--- config.mk ---
export PLATFORM = sky130hd
export DESIGN_NAME = pointer_state_to_event_encoder_core_flat
export DESIGN_NICKNAME = d
export VERILOG_FILES = /design/src/rtl/core/ptrenc_pkg.sv /design/src/rtl/core/ptrenc_ifs.sv /design/src/rtl/core/pointer_state_to_event_encoder_core.sv /design/src/flat_wrapper.sv
export SDC_FILE = /design/constraint.sdc
export NUM_CORES = 1
export LEC_CHECK = 0
export ABC_AREA = 1
export BUFFER_PORTS_ARGS = -buffer_cell sky130_fd_sc_hd__buf_4
export CAP_MARGIN = 20
export CORE_ASPECT_RATIO = 0.9
export CORE_UTILIZATION = 56
export CTS_CLUSTER_SIZE = 10
export DETAILED_ROUTE_END_ITERATION = 8
export GPL_TIMING_DRIVEN = 0
export MAX_ROUTING_LAYER = met4
export PLACE_DENSITY = 0.8
export SYNTH_ARGS = -nofsm -noshare
export SYNTH_HDL_FRONTEND = slang
export SYNTH_SLANG_ARGS = --single-unit
--- constraint.sdc ---
create_clock -name clk -period 8.6 [get_ports clk]
set_clock_uncertainty 0.2 [all_clocks]
set_input_delay 0.43 -clock clk [delete_from_list [all_inputs] [get_ports clk]]
set_output_delay 0.43 -clock clk [all_outputs]
set_load 0.1 [all_outputs]
--- src/rtl/core/ptrenc_pkg.sv ---
package ptrenc_pkg;

  localparam int unsigned POS_W   = 16;
  localparam int unsigned REL_W   = 17;
  localparam int unsigned MASK_W  = 5;
  localparam int unsigned BTN_W   = 3;
  localparam int unsigned FLAGS_W = 16;
  localparam int unsigned STAMP_W = 32;
  localparam int unsigned CFG_A_W = 8;
  localparam int unsigned SLOTS   = 4;

  // register indexes
  localparam logic [CFG_A_W-1:0] REG_ORIGIN_X = 8'd0;
  localparam logic [CFG_A_W-1:0] REG_ORIGIN_Y = 8'd1;

  // wheel step masks
  localparam logic [MASK_W-1:0] MASK_WHEEL_UP = 5'd8;
  localparam logic [MASK_W-1:0] MASK_WHEEL_DN = 5'd16;

  // pointer flag words
  localparam logic [FLAGS_W-1:0] EV_MOVE = 16'h0800;
  localparam logic [FLAGS_W-1:0] EV_B1   = 16'h1000;
  localparam logic [FLAGS_W-1:0] EV_B2   = 16'h2000;
  localparam logic [FLAGS_W-1:0] EV_B3   = 16'h4000;
  localparam logic [FLAGS_W-1:0] EV_B4   = 16'h0280;
  localparam logic [FLAGS_W-1:0] EV_B5   = 16'h0380;
  localparam logic [FLAGS_W-1:0] EV_DOWN = 16'h8000;

  typedef logic [FLAGS_W-1:0] flags_t;
  typedef logic [SLOTS-1:0]   slot_mask_t;

endpackage

--- src/rtl/core/ptrenc_ifs.sv ---
interface ptrenc_in_if import ptrenc_pkg::*; ();
  logic                     valid;
  logic                     ready;
  logic signed [POS_W-1:0]  pos_x;
  logic signed [POS_W-1:0]  pos_y;
  logic [MASK_W-1:0]        button_mask;
  logic [STAMP_W-1:0]       time_ms;

  modport source (output valid, pos_x, pos_y, button_mask, time_ms, input ready);
  modport sink   (input valid, pos_x, pos_y, button_mask, time_ms, output ready);
endinterface

interface ptrenc_out_if import ptrenc_pkg::*; ();
  logic                     valid;
  logic                     ready;
  logic [FLAGS_W-1:0]       event_flags;
  logic signed [REL_W-1:0]  rel_x;
  logic signed [REL_W-1:0]  rel_y;
  logic [STAMP_W-1:0]       stamp_ms;
  logic                     last;

  modport source (output valid, event_flags, rel_x, rel_y, stamp_ms, last, input ready);
  modport sink   (input valid, event_flags, rel_x, rel_y, stamp_ms, last, output ready);
endinterface

interface ptrenc_cfg_if import ptrenc_pkg::*; ();
  logic                     valid;
  logic                     ready;
  logic [CFG_A_W-1:0]       index;
  logic [POS_W-1:0]         data;

  modport source (output valid, index, data, input ready);
  modport sink   (input valid, index, data, output ready);
endinterface

--- src/rtl/core/pointer_state_to_event_encoder_core.sv ---
// channel   | dir | payload
// ----------+-----+---------------------------------------------------------
// in_port   | in  | pos_x, pos_y, button_mask, time_ms
// out_port  | out | event_flags, rel_x, rel_y, stamp_ms, last
// cfg_port  | in  | index, data (origin_x at 0, origin_y at 1)
//
// a sample is decoded in the cycle it is accepted into a job register holding
// up to four pending events; the output register drains one event per cycle
// unless out_port stalls, so a sample holds the job register until the single
// output register has taken each event it causes (0 to 4); a sample causing no
// event never holds it. the next sample is taken as the last event goes out.
// rst_n is synchronous, active low; clears origin, stored pointer state and
// all valid flags. stalls on out_port hold the output register and the job.
module pointer_state_to_event_encoder_core
  import ptrenc_pkg::*;
(
  input  logic         clk,
  input  logic         rst_n,
  ptrenc_in_if.sink    in_port,
  ptrenc_out_if.source out_port,
  ptrenc_cfg_if.sink   cfg_port
);

  // configuration
  logic signed [POS_W-1:0] origin_x_r;
  logic signed [POS_W-1:0] origin_y_r;

  // stored pointer state
  logic signed [REL_W-1:0] prev_x_r;
  logic signed [REL_W-1:0] prev_y_r;
  logic [BTN_W-1:0]        prev_btn_r;

  // job register: pending events of the accepted sample
  logic                    job_v_r;
  slot_mask_t              job_pend_r;
  slot_mask_t              job_pend_nxt;
  flags_t                  job_flags_r [SLOTS];
  logic signed [REL_W-1:0] job_x_r;
  logic signed [REL_W-1:0] job_y_r;
  logic [STAMP_W-1:0]      job_stamp_r;

  // output register
  logic                    out_v_r;
  flags_t                  out_flags_r;
  logic signed [REL_W-1:0] out_x_r;
  logic signed [REL_W-1:0] out_y_r;
  logic [STAMP_W-1:0]      out_stamp_r;
  logic                    out_last_r;

  // decode of the incoming sample
  logic signed [REL_W-1:0] rx;
  logic signed [REL_W-1:0] ry;
  logic [BTN_W-1:0]        btn;
  logic [BTN_W-1:0]        chg;
  logic                    wheel;
  flags_t                  wheel_flags;
  slot_mask_t              new_pend;
  flags_t                  new_flags [SLOTS];

  logic                    in_acc;
  logic                    issue;
  logic [1:0]              sel_idx;
  slot_mask_t              sel_bit;

  assign cfg_port.ready = 1'b1;

  assign rx = {in_port.pos_x[POS_W-1], in_port.pos_x} - {origin_x_r[POS_W-1], origin_x_r};
  assign ry = {in_port.pos_y[POS_W-1], in_port.pos_y} - {origin_y_r[POS_W-1], origin_y_r};
  assign btn = in_port.button_mask[BTN_W-1:0];
  assign chg = btn ^ prev_btn_r;
  assign wheel = (in_port.button_mask == MASK_WHEEL_UP) ||
                 (in_port.button_mask == MASK_WHEEL_DN);
  assign wheel_flags = (in_port.button_mask == MASK_WHEEL_UP) ? EV_B4 : EV_B5;

  // slot order: move, left, bit1 button, bit2 button; wheel uses the first two
  always_comb begin
    if (wheel) begin
      new_pend     = 4'b0011;
      new_flags[0] = wheel_flags | EV_DOWN;
      new_flags[1] = wheel_flags;
      new_flags[2] = EV_B1;
      new_flags[3] = EV_B1;
    end else begin
      new_pend     = {chg[2], chg[1], chg[0], (rx != prev_x_r) || (ry != prev_y_r)};
      new_flags[0] = EV_MOVE;
      new_flags[1] = EV_B1 | (btn[0] ? EV_DOWN : '0);
      new_flags[2] = EV_B3 | (btn[1] ? EV_DOWN : '0);
      new_flags[3] = EV_B2 | (btn[2] ? EV_DOWN : '0);
    end
  end

  // lowest pending slot goes out first
  always_comb begin
    priority if (job_pend_r[0]) begin
      sel_idx = 2'd0;
    end else if (job_pend_r[1]) begin
      sel_idx = 2'd1;
    end else if (job_pend_r[2]) begin
      sel_idx = 2'd2;
    end else begin
      sel_idx = 2'd3;
    end
  end

  assign sel_bit      = slot_mask_t'(1) << sel_idx;
  assign issue        = job_v_r && (!out_v_r || out_port.ready);
  assign job_pend_nxt = job_pend_r & ~sel_bit;

  // job frees up as its final event moves into the output register
  assign in_port.ready = !job_v_r || (issue && (job_pend_nxt == '0));
  assign in_acc        = in_port.valid && in_port.ready;

  always_ff @(posedge clk) begin
    if (!rst_n) begin
      origin_x_r <= '0;
      origin_y_r <= '0;
    end else if (cfg_port.valid) begin
      if (cfg_port.index == REG_ORIGIN_X) begin
        origin_x_r <= cfg_port.data;
      end else if (cfg_port.index == REG_ORIGIN_Y) begin
        origin_y_r <= cfg_port.data;
      end
    end
  end

  // wheel steps leave the stored state alone
  always_ff @(posedge clk) begin
    if (!rst_n) begin
      prev_x_r   <= '0;
      prev_y_r   <= '0;
      prev_btn_r <= '0;
    end else if (in_acc && !wheel) begin
      prev_x_r   <= rx;
      prev_y_r   <= ry;
      prev_btn_r <= btn;
    end
  end

  always_ff @(posedge clk) begin
    if (!rst_n) begin
      job_v_r    <= 1'b0;
      job_pend_r <= '0;
    end else if (in_acc) begin
      // a sample with no events never occupies the job register
      job_v_r    <= (new_pend != '0);
      job_pend_r <= new_pend;
    end else if (issue) begin
      job_v_r    <= (job_pend_nxt != '0);
      job_pend_r <= job_pend_nxt;
    end
  end

  always_ff @(posedge clk) begin
    if (in_acc) begin
      job_flags_r <= new_flags;
      job_x_r     <= rx;
      job_y_r     <= ry;
      job_stamp_r <= in_port.time_ms;
    end
  end

  always_ff @(posedge clk) begin
    if (!rst_n) begin
      out_v_r <= 1'b0;
    end else if (issue) begin
      out_v_r <= 1'b1;
    end else if (out_port.ready) begin
      out_v_r <= 1'b0;
    end
  end

  always_ff @(posedge clk) begin
    if (issue) begin
      out_flags_r <= job_flags_r[sel_idx];
      out_x_r     <= job_x_r;
      out_y_r     <= job_y_r;
      out_stamp_r <= job_stamp_r;
      out_last_r  <= (job_pend_nxt == '0);
    end
  end

  assign out_port.valid       = out_v_r;
  assign out_port.event_flags = out_flags_r;
  assign out_port.rel_x       = out_x_r;
  assign out_port.rel_y       = out_y_r;
  assign out_port.stamp_ms    = out_stamp_r;
  assign out_port.last        = out_last_r;

endmodule
--- src/flat_wrapper.sv ---
// flat-port wrapper written by rule: the top's interface ports become plain ports
module pointer_state_to_event_encoder_core_flat import ptrenc_pkg::*;
  (clk, rst_n, in_port_valid, in_port_pos_x, in_port_pos_y, in_port_button_mask, in_port_time_ms, in_port_ready, out_port_valid, out_port_event_flags, out_port_rel_x, out_port_rel_y, out_port_stamp_ms, out_port_last, out_port_ready, cfg_port_valid, cfg_port_index, cfg_port_data, cfg_port_ready);
  ptrenc_in_if in_port_i ();
  ptrenc_out_if out_port_i ();
  ptrenc_cfg_if cfg_port_i ();
  input  logic clk;
  input  logic rst_n;
  input wire logic [$bits(in_port_i.valid)-1:0] in_port_valid;
  input wire logic [$bits(in_port_i.pos_x)-1:0] in_port_pos_x;
  input wire logic [$bits(in_port_i.pos_y)-1:0] in_port_pos_y;
  input wire logic [$bits(in_port_i.button_mask)-1:0] in_port_button_mask;
  input wire logic [$bits(in_port_i.time_ms)-1:0] in_port_time_ms;
  output wire logic [$bits(in_port_i.ready)-1:0] in_port_ready;
  output wire logic [$bits(out_port_i.valid)-1:0] out_port_valid;
  output wire logic [$bits(out_port_i.event_flags)-1:0] out_port_event_flags;
  output wire logic [$bits(out_port_i.rel_x)-1:0] out_port_rel_x;
  output wire logic [$bits(out_port_i.rel_y)-1:0] out_port_rel_y;
  output wire logic [$bits(out_port_i.stamp_ms)-1:0] out_port_stamp_ms;
  output wire logic [$bits(out_port_i.last)-1:0] out_port_last;
  input wire logic [$bits(out_port_i.ready)-1:0] out_port_ready;
  input wire logic [$bits(cfg_port_i.valid)-1:0] cfg_port_valid;
  input wire logic [$bits(cfg_port_i.index)-1:0] cfg_port_index;
  input wire logic [$bits(cfg_port_i.data)-1:0] cfg_port_data;
  output wire logic [$bits(cfg_port_i.ready)-1:0] cfg_port_ready;
  assign in_port_i.valid = in_port_valid;
  assign in_port_i.pos_x = in_port_pos_x;
  assign in_port_i.pos_y = in_port_pos_y;
  assign in_port_i.button_mask = in_port_button_mask;
  assign in_port_i.time_ms = in_port_time_ms;
  assign in_port_ready = in_port_i.ready;
  assign out_port_valid = out_port_i.valid;
  assign out_port_event_flags = out_port_i.event_flags;
  assign out_port_rel_x = out_port_i.rel_x;
  assign out_port_rel_y = out_port_i.rel_y;
  assign out_port_stamp_ms = out_port_i.stamp_ms;
  assign out_port_last = out_port_i.last;
  assign out_port_i.ready = out_port_ready;
  assign cfg_port_i.valid = cfg_port_valid;
  assign cfg_port_i.index = cfg_port_index;
  assign cfg_port_i.data = cfg_port_data;
  assign cfg_port_ready = cfg_port_i.ready;
  pointer_state_to_event_encoder_core u_core (.clk(clk), .rst_n(rst_n), .in_port(in_port_i), .out_port(out_port_i), .cfg_port(cfg_port_i));
endmodule
After elaboration in Yosys (flattened, before gate mapping)
Index checks and enable logic that the tools add are counted.
W data, S select, Z words.
{"block": "totals", "reg_bits": 288, "in_bits": 98, "out_inout_bits": 86, "word_cells": 75}
{"block": "classes", "add_sub_neg": 2, "magnitude_cmp": 1, "n_eq_ne": 5, "n_shift": 1, "mux": 18, "bitwise": 5, "reduce_logical": 19}
{"operator": "$mux W16", "n": 5}
{"operator": "$mux W64", "n": 1}
{"operator": "$ne A17 B17 Y1", "n": 2}
{"operator": "$sub A16 B16 Y17", "n": 2}
{"operator": "$bmux W16 S2", "n": 1}
{"operator": "$mux W4", "n": 3}
{"operator": "$mux W9", "n": 1}
{"operator": "$eq A8 B1 Y1 const B", "n": 1}
{"operator": "$logic_not A8 Y1", "n": 1}
{"operator": "$reduce_bool A4 Y1", "n": 2}
{"operator": "$eq A5 B4 Y1 const B", "n": 1}
{"operator": "$eq A5 B5 Y1 const B", "n": 1}
{"operator": "$mux W1", "n": 5}
{"operator": "$and A4 B4 Y4", "n": 1}
{"operator": "$logic_and A1 B1 Y1", "n": 4}
{"operator": "$logic_not A4 Y1", "n": 1}
{"operator": "$logic_or A1 B1 Y1", "n": 4}
{"operator": "$mux W2", "n": 2}
{"operator": "$not A4 Y4", "n": 1}
{"operator": "$reduce_bool A2 Y1", "n": 2}
{"operator": "$shl A1 B2 Y4 const A", "n": 1}
{"operator": "$ge A3 B3 Y1 const B", "n": 1}
{"operator": "$logic_not A1 Y1", "n": 3}
{"operator": "$not A2 Y3", "n": 1}
{"operator": "other kinds (4)", "n": 4}

Longest topological paths before layout
{"block": "depth", "depth_word": 11, "ltp_mapped": 20, "depth_no_buf": 20}

Worst setup path before layout
Ideal clock, no wire load.
{"block": "synth_path", "path_type": "register -> register", "startpoint": "register u_core.out_v_r (netlist: u_core.out_port.valid)", "endpoint": "register u_core.job_pend_r[0]", "setup_ps": 73, "arrival_ps": 3761, "t_required_ps": 8327, "setup_slack_ps": 4566, "stages_incl_launch_ff": 8, "path_buffers": 0, "synth_period_minus_slack_ps": 4034, "cell_sequence": "dfxtp_1 nand2_1 nand2_1 o21ai_4 nand2_4 inv_1 nand2_1 a21oi_1"}
{"block": "synth_between", "elab_chain_len": 7, "elab_cells_between_ends": 8, "cone_classes": "mux (1); reduce/logical (7)"}
{"item": "start: declaration", "line_no": "pointer_state_to_event_encoder_core.sv:43", "text": "logic out_v_r;"}
{"item": "start signal: assignment", "line_no": "pointer_state_to_event_encoder_core.sv:164", "text": "out_v_r <= 1'b0;"}
{"item": "start signal: assignment", "line_no": "pointer_state_to_event_encoder_core.sv:166", "text": "out_v_r <= 1'b1;"}
{"item": "start signal: assignment", "line_no": "pointer_state_to_event_encoder_core.sv:168", "text": "out_v_r <= 1'b0;"}
{"item": "$logic_not A1 Y1 (*)", "line_no": "pointer_state_to_event_encoder_core.sv:106", "text": "assign issue = job_v_r && (!out_v_r || out_port.ready);"}
{"item": "$logic_or A1 B1 Y1 (*)", "line_no": "pointer_state_to_event_encoder_core.sv:106"}
{"item": "$logic_and A1 B1 Y1 (*)", "line_no": "pointer_state_to_event_encoder_core.sv:106"}
{"item": "$logic_and A1 B1 Y1 (*)", "line_no": "pointer_state_to_event_encoder_core.sv:110", "text": "assign in_port.ready = !job_v_r || (issue && (job_pend_nxt == '0));"}
{"item": "$logic_or A1 B1 Y1 (*)", "line_no": "pointer_state_to_event_encoder_core.sv:110"}
{"item": "via in_port_ready", "line_no": "flat_wrapper.sv:14", "text": "output wire logic [$bits(in_port_i.ready)-1:0] in_port_ready;"}
{"item": "$logic_and A1 B1 Y1 (*)", "line_no": "pointer_state_to_event_encoder_core.sv:111", "text": "assign in_acc = in_port.valid && in_port.ready;"}
{"item": "via u_core.in_acc", "line_no": "pointer_state_to_event_encoder_core.sv:60", "text": "logic in_acc;"}
{"item": "$mux W4 or $reduce_bool A2 Y1 (tied branches)"}
{"item": "end signal: assignment", "line_no": "pointer_state_to_event_encoder_core.sv:146", "text": "job_pend_r <= new_pend;"}
{"item": "end signal: assignment", "line_no": "pointer_state_to_event_encoder_core.sv:149", "text": "job_pend_r <= job_pend_nxt;"}
{"item": "end: declaration", "line_no": "pointer_state_to_event_encoder_core.sv:35", "text": "slot_mask_t job_pend_r;"}
The timed path passes the listed nets; every way through them passes the cells marked *.
A chain may end at the register's enable or synchronous reset.

Worst setup path in the final report
{"block": "layout_path", "startpoint": "register u_core.origin_x_r[0]", "endpoint": "register u_core.job_v_r"}
{"block": "layout_between", "elab_chain_len": 6}
{"item": "start: declaration", "line_no": "pointer_state_to_event_encoder_core.sv:25", "text": "logic signed [POS_W-1:0] origin_x_r;"}
{"item": "start signal: assignment", "line_no": "pointer_state_to_event_encoder_core.sv:119", "text": "origin_x_r <= cfg_port.data;"}
{"item": "$sub A16 B16 Y17", "line_no": "pointer_state_to_event_encoder_core.sv:67", "text": "assign rx = {in_port.pos_x[POS_W-1], in_port.pos_x} - {origin_x_r[POS_W-1], origin_x_r};"}
{"item": "via u_core.rx[1]", "line_no": "pointer_state_to_event_encoder_core.sv:51", "text": "logic signed [REL_W-1:0] rx;"}
{"item": "$ne A17 B17 Y1", "line_no": "pointer_state_to_event_encoder_core.sv:84", "text": "new_pend = {chg[2], chg[1], chg[0], (rx != prev_x_r) || (ry != prev_y_r)};"}
{"item": "$logic_or A1 B1 Y1", "line_no": "pointer_state_to_event_encoder_core.sv:84"}
{"item": "$mux W4", "line_no": "pointer_state_to_event_encoder_core.sv:77", "text": "if (wheel) begin"}
{"item": "$reduce_bool A4 Y1", "line_no": "pointer_state_to_event_encoder_core.sv:145", "text": "job_v_r <= (new_pend != '0);"}
{"item": "$mux W1", "line_no": "pointer_state_to_event_encoder_core.sv:143", "text": "end else if (in_acc) begin"}
{"item": "end signal: assignment", "line_no": "pointer_state_to_event_encoder_core.sv:145"}
{"item": "end signal: assignment", "line_no": "pointer_state_to_event_encoder_core.sv:148", "text": "job_v_r <= (job_pend_nxt != '0);"}
{"item": "end: declaration", "line_no": "pointer_state_to_event_encoder_core.sv:34", "text": "logic job_v_r;"}
The timed path passes the listed nets, and every way through them passes these cells.

==> results.tsv <==
stage	metric	value	unit
placement	dpl hpwl	18.6	mm
synthesis	Post-Synth Adder-Cell Area	4.50	%
sta	Post-Route Setup TNS	0	ps
synthesis	post-synthesis sequential area ratio	58.1	%
clock_tree	CTS clk-pin slew, worst paths	60	ps
routing	via count	8496	
finish	share of cells above drive strength 1	16.5	%
synthesis	mapped cell area	0.0103	mm^2
floorplan	row count	46	
clock_tree	CTS tree	done	
synthesis	top cell type's share of synthesized area	43.6	%
global_routing	first-pass GRT wire length	40.6	mm
flow_run	max_cap viols	0	
clock_tree	Sink Count	225	
synthesis	Syn Inst Count	1123	
clock_tree	CTS H-tree depth	1	
setup_path	CP max FO	3	
setup_path	CP bufs+invs	1	
sta	Tmin final	3120	ps
setup_path	biggest cell delay along the critical path	550	ps
pwr	Leak	0.00587	uW
routing	DR pass1 iterations	5	
routing	Antenna Violating Nets Remaining	0	
setup_path	Crit path top cell by count	nor2_1	
min_path	hold crit path type	in -> reg	
synthesis	mux cell area share after synthesis	0	%
routing	DR WL/cell	16.1	um
setup_path	CP Capture Type	register	
synthesis	synthesis warning total	0	
finish	multi-input logic area	0.00346	mm^2
synthesis	top cells by area, synth	edfxtp_1, dfxtp_1, nand2_1, inv_1, a21oi_1	
sta	Min Hold Slack	18.8	ps
clock_tree	clk_lat worst skew	530	ps
placement	routability cong.	0.942	
sta	RSZ-0062 raised after global routing	false	
clock_tree	Longest Clk Path Bufs	3	
routing	total detailed-routing wirelength	26.3	mm
finish	final core occ	73.5	%
setup_path	Worst Path Arrival	3320	ps
sta	Max-slew headroom	31.9	%
synthesis	number of synthesized register bits	225	
synthesis	Async SR Flop Fraction	0	%
floorplan	chip width	145	um
synthesis	largest family of logic cells by synthesized area	simple AND/OR/NAND/NOR gates	
sta	fin. max-slew vios	0	
status	status	complete, no violations	
setup_path	Top delay family on crit path	simple AND/OR/NAND/NOR gates	
sta	Hold Violations, Final	0	
floorplan	Die H	131	um
global_routing	total global-route track usage	28.6	%
floorplan	die area	0.0190	mm^2
finish	Fillers	1317	
setup_path	Slowest-stage cell, CP	fa_1	
global_routing	largest net degree at the start of global routing	79	
finish	Area Growth Syn to Fin	26.9	%
finish	Final nets	1506	
setup_path	Critical Path RT	8790	ps
floorplan	IO Count	184	
pwr	power per cell area	221	mW/mm^2
synthesis	Compound-Gate Fraction of Synth Area	9.25	%
finish	most frequent cells in the layout	nand2_1, buf_4, inv_1	
routing	Vias/cell	5.21	
synthesis	Top FF cell, synth	edfxtp_1	
setup_path	type of origin of the critical path	register	
sta	Slew @ Worst Pin	1020	ps
synthesis	leading area contributor after synthesis	edfxtp_1	
clock_tree	TritonCTS buffer count	26	
finish	n_diodes	0	
global_routing	grt ovf	0	
floorplan	core area	0.0178	mm^2
synthesis	Post-synth EDFFs	150	
pwr	Max IR drop VDD	0.171	mV
finish	Final Cell Area	0.0131	mm^2
sta	setup violators final	0	
finish	commonest non-fill, non-tap cell in the layout	nand2_1	
clock_tree	Post-CTS Resized	0	
placement	Post-Place Cells	1543	
sta	fmax	0.320	GHz
setup_path	WS Path Type	reg -> reg	
synthesis	Synth Area in Simple Gates	18.7	%
global_routing	vias in the first global route	7939	
finish	register cell area after layout	0.00601	mm^2
synthesis	Synth Area per Inst	9.20	um^2
synthesis	xor/xnor cell area share of the yosys netlist	0.726	%
placement	Port-buffer cells	173	
synthesis	Distinct cells, synth	36	
sta	Final period util	36.3	%
routing	drt initial violations	676	
finish	Finished Layout Cells	1631	
routing	DRC viols	0	
setup_path	CP cell instances	ha_1 > fa_1 > inv_1 > nand2_1 > nand2_1 > nor2_1 > nand2_1 > nor2_1 > nand3_1 > nor2_1 > nand3_1 > nor2_1 > nand3_1 > nor2_1 > nand4_1 > nand2_1 > a21oi_1	
global_routing	initial antenna violation count	0	
floorplan	Initial Util	57.9	%
clock_tree	root buffer cell	clkbuf_16	
placement	Post-DP Area	0.0120	mm^2
## through the flow
| step | total power (uW) | setup slack [ps] |
|---|---|---|
| finish | 2900 | 5480 |
| global route | 3010 | 5330 |
| CTS | 2910 | 5540 |
| detailed placement | 1920 | 5300 |
| global placement | 1910 | 4500 |
| floorplan | 1760 | 4570 |
## flip-flops by register name, summed over array words and instances, names as in the netlist, 8 cells and up
name                         count
u_core.job_flags_r               9
u_core.job_stamp_r              32
u_core.job_x_r                  17
u_core.job_y_r                  17
u_core.origin_x_r               16
u_core.origin_y_r               16
u_core.out_port.event_flags      8
u_core.out_port.rel_x           17
u_core.out_port.rel_y           17
u_core.out_port.stamp_ms        32
u_core.prev_x_r                 17
u_core.prev_y_r                 17
## what timing repair did
action,in CTS,in global routing
setup buffers,0,0
hold buffers,41,0
endpoints found under the hold margin,42,0
## power breakdown
part	switching [uW]	total [uW]	internal, uW
logic	471	634	163
registers	33.2	1290	1260
clock network	408	974	566
## cell usage after synthesis (2+ instances only)
| master | instances |
|---|---|
| a21oi_1 | 96 |
| a31oi_1 | 5 |
| buf_4 | 11 |
| buf_6 | 5 |
| clkbuf_1 | 16 |
| conb_1 | 2 |
| dfxtp_1 | 75 |
| edfxtp_1 | 150 |
| fa_1 | 2 |
| ha_1 | 34 |
| inv_1 | 182 |
| inv_2 | 3 |
| nand2_1 | 271 |
| nand3_1 | 87 |
| nand3b_1 | 10 |
| nand4_1 | 13 |
| nor2_1 | 56 |
| nor2_4 | 2 |
| nor3_1 | 4 |
| o211ai_1 | 3 |
| o21ai_0 | 67 |
| o21ai_1 | 11 |
| xor2_1 | 5 |
## layer usage
| layer | track usage [%] | vias up | part of all wire (%) |
|---|---|---|---|
| met5 | - | - | 0 |
| met4 | 11.1 | 0 | 3.1 |
| met3 | 4.93 | 63 | 8.3 |
| met2 | 46.5 | 405 | 46 |
| met1 | 36.2 | 3832 | 42 |
| li1 | - | 4196 | - |
## worst min-delay path: cells and delay by family
family | cells | cell delay (ps)
buffers and inverters | 1 | 90
AO/OA/AOI/OAI | 2 | 190
## cell type report
cell class,count,share of cell area [%]
Buffer,32,1.52
Clock buffer,45,5.50
Clock inverter,2,0.162
Inverter,186,5.36
Multi-Input combinational cell,687,26.4
Sequential cell,225,45.8
Tap cell,240,2.29
Timing Repair Buffer,214,13.0
## logic make-up after synthesis
family                     count (synthesis)
and+or+nand+nor                          450
DFF                                      225
buffers and inverters                    218
AOI/OAI and AO/OA                        185
adders and majority gates                 36
xor gates and xnor gates                   7
other                                      2
## worst paths after layout
check                        from                  endpoint  slack [ps]  cells past startpoint
min              cfg_port_data[1]      u_core.origin_y_r[1]          20                      3
min reg2reg     u_core.job_y_r[3]  u_core.out_port.rel_y[3]         210                      0
max          u_core.origin_x_r[0]            u_core.job_v_r        5480                     17
max reg2reg  u_core.origin_x_r[0]            u_core.job_v_r        5480                     17
(Power assumes the default switching activity.)
